File: src/rtl/fpa_pkg.sv
// ----------------------------------------------------------------------------
// fixed point alu package
// operation codes, request tag and default sizes shared by the alu modules
// ----------------------------------------------------------------------------
package fpa_pkg;

  localparam int DATA_WIDTH_DEF = 32;
  localparam int FRAC_BITS_DEF  = 8;
  localparam int FIFO_DEPTH     = 2;

  typedef enum logic [3:0] {
    FN_ADD      = 4'd0,
    FN_SUB      = 4'd1,
    FN_MUL      = 4'd2,
    FN_DIV      = 4'd3,
    FN_GT       = 4'd4,
    FN_LT       = 4'd5,
    FN_GE       = 4'd6,
    FN_LE       = 4'd7,
    FN_EQ       = 4'd8,
    FN_NE       = 4'd9,
    FN_MIN      = 4'd10,
    FN_MAX      = 4'd11,
    FN_INC      = 4'd12,
    FN_DEC      = 4'd13,
    FN_TO_INT   = 4'd14,
    FN_FROM_INT = 4'd15
  } func_t;

  typedef struct packed {
    func_t func;
    logic  dz;
  } tag_t;

  localparam int TAG_W = $bits(tag_t);

endpackage

File: src/rtl/fpa_front.sv
// ----------------------------------------------------------------------------
// fixed point alu front end
// takes requests, flags a zero divisor and hands them to the queue
// ----------------------------------------------------------------------------
module fpa_front #(
  parameter int DATA_WIDTH = fpa_pkg::DATA_WIDTH_DEF
) (
  input  logic                  clk,
  input  logic                  rst_n,
  input  logic                  start,
  output logic                  busy,
  input  logic [3:0]            in_func,
  input  logic [DATA_WIDTH-1:0] in_operand_a,
  input  logic [DATA_WIDTH-1:0] in_operand_b,
  input  logic                  q_full,
  output logic                  q_push,
  output fpa_pkg::tag_t         q_tag,
  output logic [DATA_WIDTH-1:0] q_a,
  output logic [DATA_WIDTH-1:0] q_b
);
  import fpa_pkg::*;

  logic                  valid_r, valid_nxt;
  tag_t                  tag_r;
  logic [DATA_WIDTH-1:0] a_r, b_r;
  logic                  take;

  assign busy   = valid_r && q_full;
  assign take   = start && !busy;
  assign q_push = valid_r && !q_full;
  assign q_tag  = tag_r;
  assign q_a    = a_r;
  assign q_b    = b_r;

  always_comb begin
    valid_nxt = valid_r;
    if (!busy) begin
      valid_nxt = start;
    end
  end

  always_ff @(posedge clk) begin
    if (!rst_n) begin
      valid_r <= 1'b0;
    end else begin
      valid_r <= valid_nxt;
    end
  end

  always_ff @(posedge clk) begin
    if (take) begin
      tag_r.func <= func_t'(in_func);
      tag_r.dz   <= (func_t'(in_func) == FN_DIV) && (in_operand_b == '0);
      a_r        <= in_operand_a;
      b_r        <= in_operand_b;
    end
  end

endmodule

File: config.mk
export PLATFORM = sky130hd
export DESIGN_NAME = fpa_front
export DESIGN_NICKNAME = d
export VERILOG_FILES = /design/src/rtl/fpa_pkg.sv /design/src/rtl/fpa_front.sv
export SDC_FILE = /design/constraint.sdc
export NUM_CORES = 1
export LEC_CHECK = 0
export ABC_AREA = 0
export BUFFER_PORTS_ARGS = -buffer_cell sky130_fd_sc_hd__buf_4
export CAP_MARGIN = 10
export CORE_MARGIN = 2
export CORE_UTILIZATION = 41
export CTS_CLUSTER_DIAMETER = 80
export CTS_CLUSTER_SIZE = 25
export DETAILED_ROUTE_END_ITERATION = 12
export PLACE_DENSITY = 0.77
export SLEW_MARGIN = 20
export SYNTH_ARGS = -nofsm -noshare
export SYNTH_HDL_FRONTEND = slang
export SYNTH_SLANG_ARGS = --single-unit
File: constraint.sdc
create_clock -name clk -period 5.4 [get_ports clk]
set_input_delay 0.54 -clock clk [delete_from_list [all_inputs] [get_ports clk]]
set_output_delay 0.54 -clock clk [all_outputs]
set_load 0.01 [all_outputs]
==> metrics.txt <==
# TYPE chip_impl_metric gauge
chip_impl_metric{name="worst-endpoint-required",unit="ps"} 5380
chip_impl_metric{name="final_net_count",unit=""} 313
chip_impl_metric{name="post_cts_resized",unit=""} 0
chip_impl_metric{name="route.detailed.wl_per_inst",unit="µm"} 16.9
chip_impl_metric{name="drt-total-wl",unit="µm"} 5330
chip_impl_info{name="path_common_cell",value="sky130_fd_sc_hd__buf_4"} 1
chip_impl_metric{name="timing.fmax",unit="GHz"} 0.472
chip_impl_metric{name="row_count",unit=""} 26
chip_impl_info{name="rsz0062_at_grt",value="no"} 1
chip_impl_metric{name="powerDensity",unit="nW/µm²"} 337
chip_impl_metric{name="vdd_ir_drop_max",unit="mV"} 0.191
chip_impl_metric{name="fin_hold_ws",unit="ps"} 376
chip_impl_metric{name="yosysSeqAreaShare",unit=""} 0.944
chip_impl_metric{name="path_clk_slew",unit="ps"} 80
chip_impl_info{name="postSynth.topFlopCell",value="sky130_fd_sc_hd__edfxtp_1"} 1
chip_impl_metric{name="synth.lib_cells_used.distinct",unit=""} 11
chip_impl_metric{name="p_leak",unit="nW"} 1.50
chip_impl_metric{name="dp_cells",unit=""} 300
chip_impl_info{name="synth.most_common_cell",value="sky130_fd_sc_hd__edfxtp_1"} 1
chip_impl_metric{name="io_pins",unit=""} 143
chip_impl_metric{name="detailed_place.area",unit="µm²"} 3390
chip_impl_metric{name="finalWorstSetupSlack",unit="ps"} 3280
chip_impl_metric{name="worstMarginPinSlew",unit="ps"} 829
chip_impl_info{name="startpoint_type",value="primary input"} 1
chip_impl_metric{name="dp_hpwl",unit="µm"} 4020
chip_impl_info{name="critical_path.cell_chain",value="buf_4 > and2_1 > nor2b_4 > buf_4"} 1
chip_impl_metric{name="timing_hold_violations_final",unit=""} 0
chip_impl_metric{name="core_box_area",unit="µm²"} 5170
chip_impl_info{name="cts_tree",value="yes"} 1
chip_impl_metric{name="port_buffers",unit=""} 142
chip_impl_metric{name="initial_core_util",unit=""} 0.429
chip_impl_metric{name="critPathMaxFanout",unit=""} 40
chip_impl_metric{name="setup_bufs_post_cts",unit=""} 0
chip_impl_metric{name="total_global_routing_overflow",unit=""} 0
chip_impl_metric{name="drtPass1Iterations",unit=""} 4
chip_impl_metric{name="antennaDiodeCount",unit=""} 0
chip_impl_info{name="cts_root_buf",value="sky130_fd_sc_hd__clkbuf_8"} 1
chip_impl_info{name="yosysTopAreaCell",value="sky130_fd_sc_hd__edfxtp_1"} 1
chip_impl_metric{name="clock-sinks",unit=""} 70
chip_impl_metric{name="synth.net_count",unit=""} 159
chip_impl_metric{name="final.setup_skew",unit="ps"} 8.64
chip_impl_metric{name="area_growth_syn_to_layout",unit="%"} 62.4
chip_impl_metric{name="via_count_of_the_first_global_routing_pass",unit=""} 1451
chip_impl_info{name="run_status",value="complete, no violations"} 1
chip_impl_info{name="ys_top_cells_by_count",value="69 x sky130_fd_sc_hd__edfxtp_1, 7 x sky130_fd_sc_hd__nor4_1, 2 x sky130_fd_sc_hd__nor2b_1, 2 x sky130_fd_sc_hd__nor4b_2"} 1
chip_impl_metric{name="grt_start_max_net_pins",unit=""} 41
chip_impl_info{name="slowest_stage",value="sky130_fd_sc_hd__nor2b_4"} 1
chip_impl_metric{name="tns",unit="ps"} 0
chip_impl_metric{name="yosys_warnings",unit=""} 0
chip_impl_metric{name="cts-htree-levels",unit=""} 3
chip_impl_info{name="top_post_synthesis_cells_by_area",value="sky130_fd_sc_hd__edfxtp_1 93%, sky130_fd_sc_hd__nor4_1 2.0%, sky130_fd_sc_hd__nor4b_2 1.4%"} 1
chip_impl_metric{name="wp_buf_inv",unit=""} 2
chip_impl_info{name="path_delay_family",value="simple AND/OR/NAND/NOR gates"} 1
chip_impl_metric{name="slew_viol_final",unit=""} 0
chip_impl_metric{name="finalNonFillerCells",unit=""} 316
chip_impl_metric{name="post_cts_hold_buffer_count",unit=""} 0
chip_impl_metric{name="timing.max_cap.violations",unit=""} 0
chip_impl_metric{name="vias_per_cell",unit=""} 4.61
chip_impl_metric{name="drive_gt1_frac",unit=""} 0.654
chip_impl_metric{name="antenna_violations_before_repair",unit=""} 0
chip_impl_metric{name="detailedPlace.worstSlack",unit="ps"} 2930
chip_impl_metric{name="async_flop_share",unit=""} 0
chip_impl_metric{name="die-width",unit="µm"} 77.5
chip_impl_metric{name="ys_ff_latch",unit=""} 70
chip_impl_metric{name="dieArea",unit="µm²"} 6010
chip_impl_metric{name="synthesis.instances",unit=""} 87
chip_impl_metric{name="antenna_violating_nets_post_route",unit=""} 0
chip_impl_metric{name="critical-path-max-stage-delay",unit="ps"} 670
chip_impl_metric{name="finish.utilization",unit=""} 0.696
chip_impl_metric{name="die_h",unit="µm"} 77.5
chip_impl_metric{name="syn-cell-area",unit="µm²"} 2220
chip_impl_info{name="worstHoldPathType",value="primary input to flip-flop"} 1
chip_impl_metric{name="synth_edf_count",unit=""} 69
chip_impl_metric{name="totalPowerFinal",unit="mW"} 1.21
chip_impl_metric{name="dr_total_vias",unit=""} 1458
chip_impl_info{name="worstSetupPathType",value="primary input to flip-flop"} 1
chip_impl_metric{name="finalWorstPathRequiredPeriod",unit="ps"} 2120
chip_impl_metric{name="final.period_utilization",unit=""} 0.392
chip_impl_metric{name="synth.avg_cell_area",unit="µm²"} 25.5
chip_impl_metric{name="grtUsageTotal",unit=""} 0.180
chip_impl_metric{name="clk_path_buf_depth",unit=""} 2
chip_impl_metric{name="worst_skew_pair.late_latency",unit="ps"} 330
chip_impl_info{name="end_kind",value="flip-flop"} 1
chip_impl_metric{name="crit_arrival",unit="ps"} 2090
chip_impl_metric{name="remaining_drc_errors",unit=""} 0
chip_impl_metric{name="numCtsBuffers",unit=""} 9
chip_impl_metric{name="synth_top_area_frac",unit=""} 0.935
chip_impl_metric{name="final_cell_area",unit="µm²"} 3600
chip_impl_metric{name="globalplace.congestion",unit=""} 0.747
chip_impl_metric{name="slew_headroom",unit=""} 0.446
chip_impl_metric{name="grt_pass1_wl",unit="µm"} 7710
chip_impl_metric{name="initialDrtViolationCount",unit=""} 102
chip_impl_metric{name="finalSetupViolCount",unit=""} 0
sequential cells by signal, indices dropped and copies added (netlist names):
register / cells
q_a: 32
q_b: 32
q_tag: 5
valid_r: 1
worst register-to-register path, stage by stage, from the launching register on:
cell	delay, ps
sky130_fd_sc_hd__dfxtp_1	300
sky130_fd_sc_hd__and2_1	170
sky130_fd_sc_hd__nor2b_4	670
sky130_fd_sc_hd__buf_4	570
layout make-up:
type | instances | area [µm²]
sequential | 70 | 2090
fill | 355 | 1570
timing repair buffer | 143 | 1070
multi-input combinational | 17 | 133
clock buffer | 10 | 128
tap | 70 | 87.6
clock inverter | 6 | 86.3
placed cells by master, fill, tap and decap left out:
cell / Yosys / layout
sky130_fd_sc_hd__and2_1: 1 / 1
sky130_fd_sc_hd__buf_4: 0 / 143
sky130_fd_sc_hd__bufinv_16: 0 / 2
sky130_fd_sc_hd__clkbuf_1: 0 / 1
sky130_fd_sc_hd__clkbuf_8: 0 / 9
sky130_fd_sc_hd__clkinv_1: 0 / 1
sky130_fd_sc_hd__clkinv_2: 0 / 1
sky130_fd_sc_hd__clkinv_4: 0 / 2
sky130_fd_sc_hd__dfxtp_1: 1 / 1
sky130_fd_sc_hd__edfxtp_1: 69 / 69
sky130_fd_sc_hd__nand2_1: 1 / 1
sky130_fd_sc_hd__nand3_1: 1 / 1
sky130_fd_sc_hd__nand4_1: 1 / 1
sky130_fd_sc_hd__nor2b_1: 2 / 1
sky130_fd_sc_hd__nor2b_4: 0 / 1
sky130_fd_sc_hd__nor3_2: 1 / 1
sky130_fd_sc_hd__nor4_1: 7 / 7
sky130_fd_sc_hd__nor4b_2: 2 / 2
sky130_fd_sc_hd__o21a_1: 1 / 1
cell families after synthesis:
logic type         Yosys count  synth area share
and+or+nand+nor             16            0.0530
AOI/OAI and AO/OA            1           0.00339
DFF                         70             0.944
metal layers:
| layer | GRT usage | share of wire |
|---|---|---|
| met1 | 0.201 | 0.38 |
| met2 | 0.297 | 0.51 |
| met3 | 0.0733 | 0.088 |
| met4 | 0.0911 | 0.017 |
| met5 | 0 | 0 |
power by group:
part	internal [mW]	total, mW	switching [mW]
clock	0.259	0.447	0.188
sequential	0.635	0.643	0.00876
combinational	0.0701	0.123	0.0532
total	0.964	1.21	0.250
final timing paths:
| kind | startpoint | end | slack, ps | cells after the start |
|---|---|---|---|---|
| worst max-delay path | q_full | q_a[3] | 3280 | 4 |
| worst min-delay path | in_operand_a[29] | q_a[29] | 380 | 1 |
| worst max register to register | valid_r | q_a[3] | 3320 | 3 |
| worst min register to register | valid_r | valid_r | 660 | 2 |
Power figures use the tool's default switching activity.
