**src/rtl/fpa_pkg.sv**
```systemverilog
// ----------------------------------------------------------------------------
// fixed point alu package
// operation codes, request tag and default sizes shared by the alu modules
// ----------------------------------------------------------------------------
package fpa_pkg;

  localparam int DATA_WIDTH_DEF = 32;
  localparam int FRAC_BITS_DEF  = 8;
  localparam int FIFO_DEPTH     = 2;

  typedef enum logic [3:0] {
    FN_ADD      = 4'd0,
    FN_SUB      = 4'd1,
    FN_MUL      = 4'd2,
    FN_DIV      = 4'd3,
    FN_GT       = 4'd4,
    FN_LT       = 4'd5,
    FN_GE       = 4'd6,
    FN_LE       = 4'd7,
    FN_EQ       = 4'd8,
    FN_NE       = 4'd9,
    FN_MIN      = 4'd10,
    FN_MAX      = 4'd11,
    FN_INC      = 4'd12,
    FN_DEC      = 4'd13,
    FN_TO_INT   = 4'd14,
    FN_FROM_INT = 4'd15
  } func_t;

  typedef struct packed {
    func_t func;
    logic  dz;
  } tag_t;

  localparam int TAG_W = $bits(tag_t);

endpackage

```
**src/rtl/fpa_queue.sv**
```systemverilog
// ----------------------------------------------------------------------------
// fixed point alu request queue
// short fifo between front end and execution pipeline
// ----------------------------------------------------------------------------
module fpa_queue #(
  parameter int WIDTH = 8
) (
  input  logic             clk,
  input  logic             rst_n,
  input  logic             push,
  input  logic [WIDTH-1:0] push_data,
  output logic             full,
  input  logic             pop,
  output logic             not_empty,
  output logic [WIDTH-1:0] pop_data
);
  import fpa_pkg::*;

  localparam int PW = (FIFO_DEPTH > 1) ? $clog2(FIFO_DEPTH) : 1;
  localparam int CW = $clog2(FIFO_DEPTH + 1);

  logic [WIDTH-1:0] mem [FIFO_DEPTH];
  logic [PW-1:0]    wptr_r, wptr_nxt, rptr_r, rptr_nxt;
  logic [CW-1:0]    cnt_r, cnt_nxt;
  logic             do_pop;

  assign full      = (cnt_r == CW'(FIFO_DEPTH));
  assign not_empty = (cnt_r != '0);
  assign do_pop    = pop && not_empty;
  assign pop_data  = mem[rptr_r];

  always_comb begin
    wptr_nxt = wptr_r;
    rptr_nxt = rptr_r;
    if (push) begin
      wptr_nxt = (wptr_r == PW'(FIFO_DEPTH - 1)) ? '0 : wptr_r + 1'b1;
    end
    if (do_pop) begin
      rptr_nxt = (rptr_r == PW'(FIFO_DEPTH - 1)) ? '0 : rptr_r + 1'b1;
    end
    cnt_nxt = cnt_r + CW'(push) - CW'(do_pop);
  end

  always_ff @(posedge clk) begin
    if (!rst_n) begin
      wptr_r <= '0;
      rptr_r <= '0;
      cnt_r  <= '0;
    end else begin
      wptr_r <= wptr_nxt;
      rptr_r <= rptr_nxt;
      cnt_r  <= cnt_nxt;
    end
  end

  always_ff @(posedge clk) begin
    if (push) begin
      mem[wptr_r] <= push_data;
    end
  end

endmodule

```
**config.mk**
```make
export PLATFORM = sky130hd
export DESIGN_NAME = fpa_queue
export DESIGN_NICKNAME = d
export VERILOG_FILES = /design/src/rtl/fpa_pkg.sv /design/src/rtl/fpa_queue.sv
export SDC_FILE = /design/constraint.sdc
export NUM_CORES = 1
export LEC_CHECK = 0
export ABC_CLOCK_PERIOD_IN_PS = 2900
export BUFFER_PORTS_ARGS = -buffer_cell sky130_fd_sc_hd__buf_2
export CORE_MARGIN = 2
export CORE_UTILIZATION = 53
export CTS_CLUSTER_SIZE = 12
export DETAILED_ROUTE_END_ITERATION = 8
export PLACE_DENSITY = 0.87
export SLEW_MARGIN = 20
export SYNTH_ARGS = -nofsm -noshare
export SYNTH_HDL_FRONTEND = slang
export SYNTH_SLANG_ARGS = --single-unit
export TNS_END_PERCENT = 20
```
**constraint.sdc**
```tcl
create_clock -name clk -period 2.9 [get_ports clk]
set_clock_uncertainty 0.2 [all_clocks]
set_input_delay 0.58 -clock clk [delete_from_list [all_inputs] [get_ports clk]]
set_output_delay 0.58 -clock clk [all_outputs]
set_load 0.03 [all_outputs]
```
==> flow_summary.json, run 1 <==
{
  "synth_cell_types": 15,
  "die_area_sq_um": 1880,
  "cts_tree": "done",
  "syn_area_sq_um": 821,
  "clk_pin_slew_ns": 0.11,
  "crit_path_end_kind": "primary output",
  "postCtsResizedCells": 0,
  "post-synth-top-area-cell": "edfxtp_1",
  "cp.arrival_ns": 1.40,
  "seq_power_share": 0.494,
  "grt_pass1_vias": 488,
  "n_antenna_cell": 0,
  "syn_inst": 48,
  "cp_num_buf_inv": 1,
  "avgViaCountPerCell": 5.17,
  "cpLargestDelayFamily": "flip-flops",
  "met1Wirelength_um": 437,
  "io_pins": 22,
  "p_leak_uw": 0.000395,
  "drive_above_1_share": 0.347,
  "final_core_util": 0.657,
  "wire_per_inst_um": 13.4,
  "antenna_found_initial": 0,
  "yosysSeqAreaShare": 0.707,
  "max_cap_viol_count": 0,
  "tightest_slew_ns": 0.783,
  "switching_share": 0.327,
  "wl_um": 1180,
  "hold_viol": 0,
  "gp_congestion": 0.700,
  "powerDensity_nw_per_um2": 816,
  "initial_core_util": 0.558,
  "clockBufferDepth": 2,
  "overflow": 0,
  "final_nets": 87,
  "holdCritPathClass": "in2reg",
  "yosysWarnings": 0,
  "ys_ff_latch": 21,
  "antenna_left": 0,
  "num_vias": 455,
  "synth_compound_area_frac": 0.0198,
  "finalMaxSlewViolations": 0,
  "peakVddDrop_v": 0.000415,
  "drt-initial-drc-count": 4,
  "critPathSlowestCell": "dfxtp_1",
  "htree_levels": 1,
  "synthMuxAreaShare": 0.134,
  "synth_xor_area_frac": 0.0274,
  "rrSetupSlack_ns": 1.24,
  "drc": 0,
  "worst-path-max-fanout": 8,
  "synth_top_family_by_area": "multiplexers",
  "p_sw_uw": 258,
  "num_rows": 14,
  "clock-sinks": 21,
  "fp.coreArea_sq_um": 1470,
  "intPower_uw": 531,
  "rsz0062_at_grt": "no",
  "setup_viol": 0,
  "cts_buffers": 3,
  "avgSynthCellArea_sq_um": 17.1,
  "firstDrtPassIters": 2,
  "top_layer": "met4",
  "wl_met3_um": 54,
  "insertion_delay_ns": 0.29,
  "grtUsageTotal": 0.151,
  "die_y_um": 43.4,
  "crit_chain": "mux2_1, buf_2",
  "grt_max_degree": 12,
  "total_power_uw": 790,
  "synth_top_cell_area_share": 0.585,
  "critical_path.max_stage_delay_ns": 0.56,
  "path_class": "reg2out",
  "worst_ep_required_time_ns": 2.12,
  "die_x_um": 43.4,
  "max_freq_ghz": 0.458,
  "comb_power_share": 0.336,
  "slew_headroom": 0.477,
  "synthSimpleGateAreaFrac": 0.0655,
  "status": "completed",
  "syn2layout_area_growth_pct": 17.8,
  "grt_pass1_wl_um": 1920,
  "portBuffers": 21,
  "synth_fp_nets": 62,
  "post-route-period-util": 0.752,
  "synthAdderAreaFrac": 0.0305,
  "cts-root-buf": "clkbuf_4",
  "tns_ns": 0,
  "met2_length_um": 666,
  "postCtsSetupBuffers": 0,
  "p_clk_frac": 0.170,
  "hold_buffers": 0,
  "synth.area.top_cells": "edfxtp_1, dfxtp_1, mux2_1",
  "min_period_ns": 2.18,
  "cp-start-kind": "flop"
}
==> stage by stage <==
step	std cells	hold slack [ns]	cell area (sq um)	setup slack (ns)
floorplan	48	0.252	821	1.20
global placement	84	0.265	941	0.998
detailed placement	84	0.289	941	0.985
CTS	88	0.265	967	0.686
global route	88	0.241	967	0.626
finish	88	0.266	967	0.719
==> power by group through the flow <==
stage               Sequential (uW)  Clock (uW)  Combinational (uW)
floorplan                       379           0                 219
global placement                394           0                 258
detailed placement              399           0                 268
CTS                             392         135                 269
global route                    397         152                 284
finish                          390         134                 265
==> layout make-up <==
| class | instances | area [sq um] |
|---|---|---|
| Clock buffer | 4 | 26.3 |
| Fill cell | 119 | 504 |
| Inverter | 2 | 7.51 |
| Multi-Input combinational cell | 24 | 228 |
| Sequential cell | 21 | 581 |
| Tap cell | 16 | 20.0 |
| Timing Repair Buffer | 21 | 105 |
==> cells in the final DEF (no fill, tap or decap), types with 2 or more instances in the layout <==
master / instances
dfxtp_1: 5
mux2i_1: 2
nor2b_1: 4
inv_1: 2
clkbuf_4: 3
edfxtp_1: 16
ha_1: 2
and2_1: 2
buf_2: 21
mux2_1: 8
==> flip-flops by register name, summed over array words and instances, names as in the netlist, named ones only <==
signal,cells
mem,16
rptr_r,1
cnt_r,2
wptr_r,1
==> cells by family after synthesis <==
group                    Yosys count
AO/OA/AOI/OAI                      2
flip-flops                        21
XOR/XNOR                           1
AND/OR/NAND/NOR                    9
buffers and inverters              3
multiplexers                      10
adder cells (fa/ha/maj)            2
==> path summary, 6_finish.rpt <==
path,start,endpoint,cells past startpoint
setup / recovery,flop,pop_data[2],2
hold / removal,push_data[6],mem[1][6],1
setup reg to reg,cnt_r[0],cnt_r[1],6
hold reg to reg,rptr_r,rptr_r,2
==> cell usage after synthesis <==
library cell  count
edfxtp_1         16
mux2_1            8
dfxtp_1           5
nor2b_1           4
and2_1            2
ha_1              2
inv_1             2
mux2i_1           2
buf_2             1
nand2_1           1
nand2b_1          1
o21a_1            1
o21a_2            1
or2_1             1
xnor3_1           1
==> per-layer routing <==
layer / track usage / vias up
li1: - / 221
met4: 0.109 / 0
met2: 0.293 / 12
met1: 0.124 / 220
met5: 0 / -
met3: 0.0417 / 2
No activity file was read; power rests on OpenSTA's default activity.
==> run 2: changes to the inputs <==
--- a/config.mk
+++ b/config.mk
@@ -5,13 +5,13 @@
 export SDC_FILE = /design/constraint.sdc
 export NUM_CORES = 1
 export LEC_CHECK = 0
-export ABC_CLOCK_PERIOD_IN_PS = 2900
+export ABC_CLOCK_PERIOD_IN_PS = 2090
 export BUFFER_PORTS_ARGS = -buffer_cell sky130_fd_sc_hd__buf_2
 export CORE_MARGIN = 2
-export CORE_UTILIZATION = 53
+export CORE_UTILIZATION = 49
 export CTS_CLUSTER_SIZE = 12
 export DETAILED_ROUTE_END_ITERATION = 8
-export PLACE_DENSITY = 0.87
+export PLACE_DENSITY = 0.82
 export SLEW_MARGIN = 20
 export SYNTH_ARGS = -nofsm -noshare
 export SYNTH_HDL_FRONTEND = slang
==> constraint.sdc (replaced) <==
create_clock -name clk -period 2.09 [get_ports clk]
set_clock_uncertainty 0.2 [all_clocks]
set_input_delay 0.418 -clock clk [delete_from_list [all_inputs] [get_ports clk]]
set_output_delay 0.418 -clock clk [all_outputs]
set_load 0.03 [all_outputs]
==> flow_summary.json, run 2 (synthesis results as in run 1) <==
{
  "status": "completed",
  "portBuffers": 21,
  "io_pins": 22,
  "tns_ns": 0,
  "worst-path-max-fanout": 8,
  "fp.coreArea_sq_um": 1540,
  "setup_viol": 0,
  "die_x_um": 44.9,
  "clk_pin_slew_ns": 0.11,
  "grt_max_degree": 12,
  "worst_ep_required_time_ns": 1.47,
  "wl_um": 1220,
  "peakVddDrop_v": 0.000668,
  "hold_viol": 0,
  "cp-start-kind": "flop",
  "die_area_sq_um": 2020,
  "dp_hpwl_um": 917,
  "gp_congestion": 0.673,
  "max_freq_ghz": 0.499,
  "firstDrtPassIters": 4,
  "largest_reg_flops": 16,
  "drive_above_1_share": 0.365,
  "grtUsageTotal": 0.131,
  "drt-initial-drc-count": 8,
  "top_register": "mem",
  "die_y_um": 44.9,
  "layout_common_cells": "buf_2, edfxtp_1, mux2_1",
  "holdWs_ns": 0.107,
  "fillers": 126,
  "postCtsSetupBuffers": 0,
  "tightest_slew_ns": 0.383,
  "holdCritPathClass": "in2reg",
  "postCtsResizedCells": 0,
  "cp.arrival_ns": 1.38,
  "final_nets": 89,
  "multi_input_area_sq_um": 228,
  "slew_headroom": 0.745,
  "grt_pass1_wl_um": 1810,
  "antenna_found_initial": 0,
  "reg_top3": "mem (16), cnt_r (2)",
  "num_rows": 14,
  "final_common_cell": "buf_2",
  "rsz0062_at_grt": "no",
  "drc": 0,
  "max_cap_viol_count": 0,
  "regArea_sq_um": 581,
  "cts_tree": "done",
  "rrSetupSlack_ns": 0.44,
  "powerDensity_nw_per_um2": 1120,
  "cts_buffers": 3,
  "post-route-period-util": 0.958,
  "crit_path_end_kind": "primary output",
  "num_vias": 460,
  "initial_core_util": 0.532,
  "antenna_left": 0,
  "finalMaxSlewViolations": 0,
  "path_class": "reg2out",
  "p_leak_uw": 0.000405,
  "min_period_ns": 2.00,
  "clock-sinks": 21,
  "cts-root-buf": "clkbuf_4",
  "syn2layout_area_growth_pct": 19.7,
  "hold_buffers": 0,
  "htree_levels": 1,
  "grt_pass1_vias": 455,
  "clockBufferDepth": 2,
  "insertion_delay_ns": 0.29,
  "overflow": 0,
  "avgViaCountPerCell": 5.11,
  "wire_per_inst_um": 13.5,
  "n_antenna_cell": 0
}
## run 2: worst paths after layout
path           startpoint          end  depth (start not counted)
max                  flop  pop_data[2]                          2
min          push_data[0]    mem[1][0]                          1
max reg2reg      cnt_r[0]     cnt_r[1]                          6
min reg2reg        rptr_r       rptr_r                          2
## run 2: through the flow
step	util	worst slack, ns	power [uW]	cells	area (sq um)
global placement	0.620	0.402	912	86	956
global route	0.637	0.000670	1160	90	982
detailed placement	0.620	0.363	933	86	956
floorplan	-	0.550	830	48	821
CTS	0.637	0.0620	1120	90	982
finish	0.637	0.0872	1100	90	982
## run 2: final cells by class
cell class	instances	area share
Multi-Input combinational cell	24	0.232
Inverter	2	0.00764
Tap cell	16	0.0204
Sequential cell	21	0.591
Timing Repair Buffer	23	0.122
Clock buffer	4	0.0268
## run 2: critical path, cell delays in order (launching register included)
cell and delay, ns:
dfxtp_1 0.55, mux2_1 0.37, buf_2 0.18
## run 2: metal layers
metal  part of all wire  wire, um  track usage
met1               0.39       479        0.125
met2               0.54       657        0.243
met3              0.056        68       0.0560
met4              0.011        13       0.0529
met5                  0         0            0
## run 2: power breakdown
| part | switching [uW] | internal [uW] |
|---|---|---|
| combinational | 210 | 169 |
| sequential | 38.8 | 499 |
| clock | 110 | 74.1 |
==> run 3: changes to the inputs <==
--- a/config.mk
+++ b/config.mk
@@ -7,8 +7,11 @@
 export LEC_CHECK = 0
 export ABC_CLOCK_PERIOD_IN_PS = 2090
 export BUFFER_PORTS_ARGS = -buffer_cell sky130_fd_sc_hd__buf_2
+export CELL_PAD_IN_SITES_DETAIL_PLACEMENT = 0
+export CELL_PAD_IN_SITES_GLOBAL_PLACEMENT = 1
+export CORE_ASPECT_RATIO = 1.2
 export CORE_MARGIN = 2
-export CORE_UTILIZATION = 49
+export CORE_UTILIZATION = 40
 export CTS_CLUSTER_SIZE = 12
 export DETAILED_ROUTE_END_ITERATION = 8
 export PLACE_DENSITY = 0.82
==> flow_summary.json, run 3 (synthesis results as in run 1) <==
{
  "holdWs_ns": 0.112,
  "reg_top3": "mem (16), cnt_r (2)",
  "grtUsageTotal": 0.104,
  "worstRegToRegCells": 6,
  "cts_buffers": 3,
  "initial_core_util": 0.434,
  "grt_pass1_wl_um": 1760,
  "postCtsSetupBuffers": 0,
  "drt-initial-drc-count": 2,
  "avgViaCountPerCell": 4.91,
  "min_period_ns": 2.01,
  "finalMaxSlewViolations": 0,
  "n_antenna_cell": 0,
  "p_leak_uw": 0.000400,
  "cpLargestDelayFamily": "flip-flops",
  "top_register": "mem",
  "grt_pass1_vias": 445,
  "max_cap_viol_count": 0,
  "cts-root-buf": "clkbuf_4",
  "num_vias": 452,
  "postCtsResizedCells": 0,
  "critPathSlowestCell": "dfxtp_1",
  "status": "completed",
  "num_rows": 17,
  "grt_max_degree": 12,
  "slew_headroom": 0.740,
  "cp.arrival_ns": 1.39,
  "syn2layout_area_growth_pct": 19.2,
  "tns_ns": 0,
  "die_area_sq_um": 2430,
  "clk_pin_slew_ns": 0.10,
  "final_nets": 88,
  "rsz0062_at_grt": "no",
  "setup_viol": 0,
  "crit_chain": "mux2_1, buf_2",
  "insertion_delay_ns": 0.28,
  "htree_levels": 1,
  "cts_tree": "done",
  "cp-start-kind": "flop",
  "cp.depth": 2,
  "final_common_cell": "buf_2",
  "path_class": "reg2out",
  "worst_ep_required_time_ns": 1.47,
  "firstDrtPassIters": 2,
  "antenna_left": 0,
  "hold_viol": 0,
  "overflow": 0,
  "powerDensity_nw_per_um2": 1110,
  "largest_reg_flops": 16,
  "layout_common_cells": "buf_2, edfxtp_1, mux2_1",
  "antenna_found_initial": 0,
  "holdCritPathClass": "in2reg",
  "crit_path_end_kind": "primary output",
  "io_pins": 22,
  "gp_congestion": 0.700,
  "wl_um": 1070,
  "min_path_cells": 1,
  "die_y_um": 53.6,
  "max_freq_ghz": 0.497,
  "clockBufferDepth": 2,
  "hp-start": "push_data[7]",
  "critical_path.max_stage_delay_ns": 0.56,
  "dp_hpwl_um": 820,
  "drc": 0,
  "portBuffers": 21,
  "die_x_um": 45.4,
  "tightest_slew_ns": 0.391,
  "hold_buffers": 0,
  "drive_above_1_share": 0.356,
  "cp_num_buf_inv": 1,
  "worst-path-max-fanout": 8,
  "fp.coreArea_sq_um": 1890,
  "reg2reg_from": "cnt_r[0]",
  "clock-sinks": 21,
  "post-route-period-util": 0.963,
  "wire_per_inst_um": 11.6,
  "peakVddDrop_v": 0.000534
}
==> run 3: cell count changes in the layout (fill, tap and decap cells not counted), sizes merged <==
cell / before / now
buf: 23 / 22
==> run 3: where the power goes <==
part           total (uW)  switching [uW]  internal (uW)  leakage (uW)
logic                 365             200            165      0.000193
clock network         179             105           74.0     0.0000150
registers             538            39.0            499      0.000192
total                1080             344            738      0.000400
==> run 3: path summary, 6_finish.rpt <==
path	end	slack [ns]
worst min register to register	rptr_r	0.28
worst min-delay path	mem[1][7]	0.11
worst max register to register	cnt_r[1]	0.48
worst max-delay path	pop_data[6]	0.08
==> run 3: metrics by stage <==
stage	utilization	worst slack, ns	instance area [sq um]	power (uW)	cells
3_3_place_gp	0.503	0.386	952	911	88
2_1_floorplan	-	0.550	821	830	48
5_1_grt	0.517	0.0177	978	1150	92
3_5_place_dp	0.503	0.377	952	920	88
6_report	0.517	0.0781	978	1080	92
4_1_cts	0.517	0.0441	978	1100	92
==> run 3: per-layer routing <==
layer,up-vias,share of wire,GRT usage
met1,216,0.41,0.121
li1,225,-,-
met4,0,0.013,0.0588
met5,-,0,0
met3,2,0.038,0.0201
met2,9,0.53,0.176
==> run 3: cell type report <==
class,count,area [sq um]
timing repair buffer,22,113
multi-input combinational,24,228
tap,19,23.8
fill,175,915
sequential,21,581
clock buffer,4,26.3
inverter,2,7.51
